**config.mk**
```make
export PLATFORM = sky130hd
export DESIGN_NAME = bgi_mac
export DESIGN_NICKNAME = d
export VERILOG_FILES = /design/src/hdl/bgi_pkg.sv /design/src/hdl/bgi_mac.sv
export SDC_FILE = /design/constraint.sdc
export NUM_CORES = 1
export LEC_CHECK = 0
export BUFFER_PORTS_ARGS = -buffer_cell sky130_fd_sc_hd__clkbuf_2
export CORE_UTILIZATION = 25
export CTS_CLUSTER_DIAMETER = 200
export DETAILED_ROUTE_END_ITERATION = 7
export GPL_TIMING_DRIVEN = 0
export PLACE_DENSITY = 0.44
export SETUP_SLACK_MARGIN = 0.2
export SYNTH_ARGS = -nofsm -noshare
export SYNTH_HDL_FRONTEND = slang
export SYNTH_SLANG_ARGS = --single-unit
```
**constraint.sdc**
```tcl
create_clock -name i_clk -period 5.95 [get_ports i_clk]
set_input_delay 0.595 -clock i_clk [delete_from_list [all_inputs] [get_ports i_clk]]
set_output_delay 0.595 -clock i_clk [all_outputs]
set_load 0.02 [all_outputs]
```
**src/hdl/bgi_pkg.sv**
```systemverilog
// Shared constants and types for the bilinear grid interpolator.
`default_nettype none
package bgi_pkg;

    localparam int MAX_COLS    = 256;
    localparam int MAX_ROWS    = 256;
    localparam int FRAC_BITS   = 8;
    localparam int SAMPLE_BITS = 16;

    localparam int POS_W  = 16;
    localparam int IPART_W = POS_W - FRAC_BITS;
    localparam int COL_W  = $clog2(MAX_COLS);
    localparam int ROW_W  = $clog2(MAX_ROWS);
    localparam int WROW_W = 8;
    localparam int WCOL_W = 8;
    localparam int ADDR_W = $clog2(MAX_ROWS * MAX_COLS);
    localparam int CFG_W  = 9;
    localparam int CFG_IDX_W = 1;

    // weights: one factor is 0..2^F, product of two is at most 2^(2F)
    localparam int FAC_W  = FRAC_BITS + 1;
    localparam int WT_W   = 2 * FRAC_BITS + 1;
    localparam int PROD_W = SAMPLE_BITS + WT_W + 1;
    localparam int ACC_W  = PROD_W + 2;
    localparam int SHIFT  = 2 * FRAC_BITS;

    localparam logic [CFG_IDX_W-1:0] REG_COLS = 1'b0;
    localparam logic [CFG_IDX_W-1:0] REG_ROWS = 1'b1;

    localparam logic [CFG_W-1:0] COLS_RESET = 9'd256;
    localparam logic [CFG_W-1:0] ROWS_RESET = 9'd256;

    typedef struct packed {
        logic vld;
        logic first;
    } t_mac_ctl;

endpackage
`default_nettype wire

```
**src/hdl/bgi_mac.sv**
```systemverilog
// Weighted multiply-accumulate and round-to-nearest for one query.
`default_nettype none
module bgi_mac (
    input  wire logic                            i_clk,
    input  wire logic                            i_rst_n,
    input  wire bgi_pkg::t_mac_ctl               i_ctl,
    input  wire logic [bgi_pkg::SAMPLE_BITS-1:0] i_rdata,
    input  wire logic [bgi_pkg::WT_W-1:0]        i_wt,
    output logic      [bgi_pkg::SAMPLE_BITS-1:0] o_value
);

    localparam int PROD_W = bgi_pkg::PROD_W;
    localparam int ACC_W  = bgi_pkg::ACC_W;

    logic                     r_p_vld;
    logic                     r_p_first;
    logic signed [PROD_W-1:0] r_prod;
    logic signed [ACC_W-1:0]  r_acc;
    logic signed [PROD_W-1:0] w_prod;
    logic        [ACC_W-1:0]  w_prod_ext;
    logic        [ACC_W-1:0]  w_rnd;

    assign w_prod     = PROD_W'($signed(i_rdata)) * PROD_W'($signed({1'b0, i_wt}));
    assign w_prod_ext = {{(ACC_W - PROD_W){r_prod[PROD_W-1]}}, r_prod};

    always_ff @(posedge i_clk) begin
        if (!i_rst_n) begin
            r_p_vld   <= 1'b0;
            r_p_first <= 1'b0;
        end else begin
            r_p_vld   <= i_ctl.vld;
            r_p_first <= i_ctl.first;
        end
        r_prod <= w_prod;
        if (r_p_vld) begin
            if (r_p_first) begin
                r_acc <= $signed(w_prod_ext);
            end else begin
                r_acc <= r_acc + $signed(w_prod_ext);
            end
        end
    end

    // add one half LSB of the result, then drop the fraction (floor)
    assign w_rnd   = r_acc + (ACC_W'(1) << (bgi_pkg::SHIFT - 1));
    assign o_value = w_rnd[bgi_pkg::SHIFT +: bgi_pkg::SAMPLE_BITS];

endmodule
`default_nettype wire

```
# [Word-level counts from Yosys, hierarchy flattened]
# Cells that the tools add are included.
# W data, S select, Z words.
[word_totals] ff_bits=72 in_bits=37 out_inout_bits=16
[classes] muxes=1 addsub=2 mul=1
[ops] operator="$add A36 B34 Y36" n=1
[ops] operator="$mux W36" n=1
[ops] operator="$mul A16 B18 Y34" n=1
[ops] operator="$add A32 B17 Y32 const B" n=1

# [Longest topological paths before layout]
[depth] ltp_word=2 ltp_mapped=24 depth_no_buf=22

# [Worst setup path before layout]
# No wires, ideal clock.
[synth_timing] path_type="input to register" start="input i_rdata[8] in the netlist's numbering" end="register r_prod[28]" t_required_ns=5.823 arrival_ns=6.213 path_stages=23 setup_time_ns=0.127 path_slack_ns=-0.390 path_buffers=2 path_cell_list="clkbuf_1 -> clkbuf_1 -> nand2_1 -> fa_1 -> inv_1 -> fa_1 -> inv_1 -> fa_1 -> inv_1 -> fa_1 -> fa_1 -> inv_1 -> fa_1 -> inv_1 -> ha_1 -> nand2_1 -> nor2_1 -> nand4_1 -> o21ai_1 -> a31oi_1 -> o21a_1 -> and4b_1 -> or3_1"
[synth_between] elab_chain_cells=1
[synth_lines] item="start, declared" line="bgi_mac.sv:7" source="input wire logic [bgi_pkg::SAMPLE_BITS-1:0] i_rdata,"
[synth_lines] item="$mul A16 B18 Y34" line="bgi_mac.sv:23" source="assign w_prod = PROD_W'($signed(i_rdata)) * PROD_W'($signed({1'b0, i_wt}));"
[synth_lines] item="via w_prod[28]" line="bgi_mac.sv:19" source="logic signed [PROD_W-1:0] w_prod;"
[synth_lines] item="end signal, assigned" line="bgi_mac.sv:34" source="r_prod <= w_prod;"
[synth_lines] item="end, declared" line="bgi_mac.sv:17" source="logic signed [PROD_W-1:0] r_prod;"
# The timed path passes the listed nets, and every way through them passes these cells.
# A chain may end at the register's enable or synchronous reset.

# [Worst setup path in the final report]
[layout_timing] start="input i_rdata[4] in the netlist's numbering" end="register r_prod[30]"
# The elaborated chain is that of the path after synthesis.

==> run metrics <==
CP Max Fanout 9; residual DRC count 0; max-capacitance violation count 0; Data arrival, critical path roughly 6000 ps; dominant synthesized flop cell sky130_fd_sc_hd__dfxtp_1; CTS tree done; yosys warns 0; hold-fix buffer count after cts 0; net count after synthesis 1840; clock buffer count from CTS 9; Worst R2R End r_acc[25]; GP Congestion 0.8379; number of global-route vias before repair between 10000 and 15000; DPL Wire Length ~30000 um; final standard cell area without fillers 15810 um2; number of instances on the worst hold path 2; clock latency at the later pin of the worst-skew pair 340 ps; cell chosen for the clock root sky130_fd_sc_hd__clkbuf_16; transition time at the pin with the least slew margin 868.7 ps; run status finished clean; category of the worst setup path launch point input pin; sort of element at the end of the critical path flip-flop; number of nets still failing antenna checks after routing 0; count of final max-slew check failures 0; TritonCTS sink count 66; worst setup path start i_rdata[4]; # H-tree levels 3; final worst path period share 96.55%; ports placed on the boundary 53; initial antenna violation count 0; placed cell area 14330 um2; Seq/Total Area, Yosys 12.63%; Post-Place Cells 2178; R2R depth 9; starting DRC count in detailed routing approximately 400; number of distinct library cells after synthesis 65; share of async-settable or async-resettable flops after synthesis 0%; Final Hold Viols 0; overall die width 230.1 um; final net count roughly 1900; average via count per standard cell 4.349; starting utilization of the core area between 20% and 30%; reg-to-reg slack, setup 3030 ps; number of core rows 83; RSZ-0062 raised after global routing true; Setup Viol. Count Final 0; class of the most critical hold timing path input pin to flip-flop; placeable core area 51300 um2; Syn Std Cell Area 13000 um2; buffers added on ports 49; maximum buffer depth of the clock tree 2; Total Die Area about 53000 um2; Overall Global Routing Usage 14.28%; final critical-path required period 5745 ps; global-route congestion overflow total 0; maximum number of pins on one net before global-route repair 33; Hold Crit Endpoint r_p_vld; DR vias approximately 9700; mean instance size in the synthesized netlist around 9 um2; routed length per instance 16.20 um; Final Instance Count excl. Fillers 2232; P&R area growth vs syn 21.56%; maximum frequency from static timing analysis 0.1741 GHz; Worst Path Class, Setup input pin to flip-flop; Detailed Route WL about 36000 um; worst slew slack as a fraction of its limit 42.09%; worst min-delay path startpoint i_ctl[1]; Clock Skew 7.080 ps; layout cell share with drive strength beyond 1 15.93%; reg-to-reg startpoint r_acc[3]; Chip Height 230.1 um; global-route wire length before repair 59180 um; number of enable flip-flop cells after synthesis 32; data required time at the worst endpoint approximately 6200 ps; clk slew on worst S/H paths roughly 50 ps; post-synthesis cell count 1449; post-synthesis sequential element count 66; first drt pass iteration count 5
## cell type report
class | count | area [um2]
Buffer | 58 | 732.0
Antenna cell | 1 | 2.502
Tap cell | 680 | 850.8
Timing Repair Buffer | 86 | 739.5
Sequential cell | 66 | 1643
Multi-Input combinational cell | 1056 | 10510
Inverter | 269 | 1012
Clock inverter | 3 | 15.01
Clock buffer | 13 | 302.8
Fill cell | 5509 | 35500
## stage by stage
step                worst slack, ps  hold WS (ps)  utilization (%)  setup TNS, ps
floorplan                     205.0         508.7                -              0
global placement             -683.8         518.6            27.93          -5873
detailed placement           -691.5         542.3            27.93          -6093
CTS                           158.4         496.7            30.28              0
global route                  33.29         501.2            30.80              0
finish                        205.2         493.7            30.81              0
## timing repair
| action | 4_1_cts | 5_1_grt |
|---|---|---|
| setup buffers | 23 | 12 |
| endpoints found under the setup margin | 14 | 13 |
| pin swaps | 38 | 54 |
| resized for setup | 139 | 62 |
| cloned | 2 | 0 |
## sequential cells by signal, summed over array words and instances (netlist names)
name / count
r_p_vld: 1
r_prod: 32
r_p_first: 1
r_acc: 32
## worst max-delay path by stage
| stage | to | slack (ps) | cells after the start |
|---|---|---|---|
| after floorplan | r_prod[31] | 210 | 20 |
| after global placement | r_prod[30] | -680 | 20 |
| after detailed placement | r_prod[30] | -690 | 21 |
| after CTS | r_prod[30] | 160 | 22 |
| after global routing | r_prod[28] | 30 | 22 |
| final | r_prod[30] | 210 | 20 |
## layout by cell type, fill, tap and decap left out, types with 20 or more instances in the layout
| master | instances |
|---|---|
| sky130_fd_sc_hd__clkbuf_16 | 28 |
| sky130_fd_sc_hd__a21o_1 | 21 |
| sky130_fd_sc_hd__clkbuf_2 | 23 |
| sky130_fd_sc_hd__clkbuf_8 | 25 |
| sky130_fd_sc_hd__edfxtp_1 | 32 |
| sky130_fd_sc_hd__o21ai_0 | 47 |
| sky130_fd_sc_hd__xor2_1 | 23 |
| sky130_fd_sc_hd__ha_1 | 132 |
| sky130_fd_sc_hd__clkbuf_1 | 20 |
| sky130_fd_sc_hd__and2_1 | 120 |
| sky130_fd_sc_hd__a21oi_1 | 45 |
| sky130_fd_sc_hd__xnor2_1 | 49 |
| sky130_fd_sc_hd__nor2_1 | 29 |
| sky130_fd_sc_hd__buf_4 | 35 |
| sky130_fd_sc_hd__dfxtp_1 | 33 |
| sky130_fd_sc_hd__nand2_1 | 190 |
| sky130_fd_sc_hd__fa_1 | 191 |
| sky130_fd_sc_hd__inv_1 | 252 |
## kinds of logic (layout without fill, tap and decap cells)
| logic type | Yosys count | in the layout | share of synthesized area [%] |
|---|---|---|---|
| and+or+nand+nor | 436 | 436 | 16.73 |
| adders and majority gates | 354 | 354 | 46.13 |
| buffers and inverters | 327 | 429 | 9.478 |
| AOI/OAI and AO/OA | 188 | 188 | 9.710 |
| xor gates and xnor gates | 74 | 74 | 4.985 |
| DFF | 66 | 66 | 12.63 |
| muxes | 4 | 4 | 0.3368 |
| other | 0 | 1 | 0 |
## critical path, stage by stage
cell,delay (ps)
sky130_fd_sc_hd__clkbuf_16,130
sky130_fd_sc_hd__clkbuf_8,160
sky130_fd_sc_hd__buf_4,140
sky130_fd_sc_hd__nand2_1,80
sky130_fd_sc_hd__fa_1,540
sky130_fd_sc_hd__inv_1,50
sky130_fd_sc_hd__fa_1,500
sky130_fd_sc_hd__fa_1,440
sky130_fd_sc_hd__fa_2,580
sky130_fd_sc_hd__fa_1,410
sky130_fd_sc_hd__inv_1,80
sky130_fd_sc_hd__fa_1,400
sky130_fd_sc_hd__inv_1,70
sky130_fd_sc_hd__ha_2,310
sky130_fd_sc_hd__a21o_2,260
sky130_fd_sc_hd__a21o_1,210
sky130_fd_sc_hd__a2111oi_4,400
sky130_fd_sc_hd__o21ai_2,140
sky130_fd_sc_hd__a311oi_2,300
sky130_fd_sc_hd__xnor2_1,180
## layer usage
metal	share of wire, %	vias to the layer above	GRT usage [%]
li1	-	4751	-
met1	50	4742	20.08
met2	45	183	23.23
met3	3.6	31	1.500
met4	1.9	0	3.622
met5	0	-	0
## synthesized netlist by cell type (all sizes together), types with 4 or more instances
cell | count | area [um2]
inv | 269 | 1010
fa | 209 | 4184
nand2 | 195 | 732.0
ha | 145 | 1814
and2 | 130 | 815.8
o21ai | 57 | 300.3
a21oi | 54 | 277.8
clkbuf | 54 | 203.9
xnor2 | 49 | 429.2
dfxtp | 34 | 680.7
edfxtp | 32 | 960.9
nor2 | 32 | 120.1
xor2 | 25 | 219.0
a21o | 22 | 166.4
nand4 | 16 | 100.1
nand3 | 13 | 65.06
nand2b | 11 | 68.82
and3 | 9 | 57.56
o21bai | 8 | 60.06
nor2b | 7 | 43.79
nor3 | 7 | 40.04
a211oi | 6 | 50.05
o21a | 6 | 45.04
a31oi | 5 | 31.28
a311oi | 4 | 41.29
buf | 4 | 18.76
o211ai | 4 | 30.03
Power is left out: the tool's default activity adds up to more than one toggle a clock period on the data nets, which glitch-free logic cannot reach.
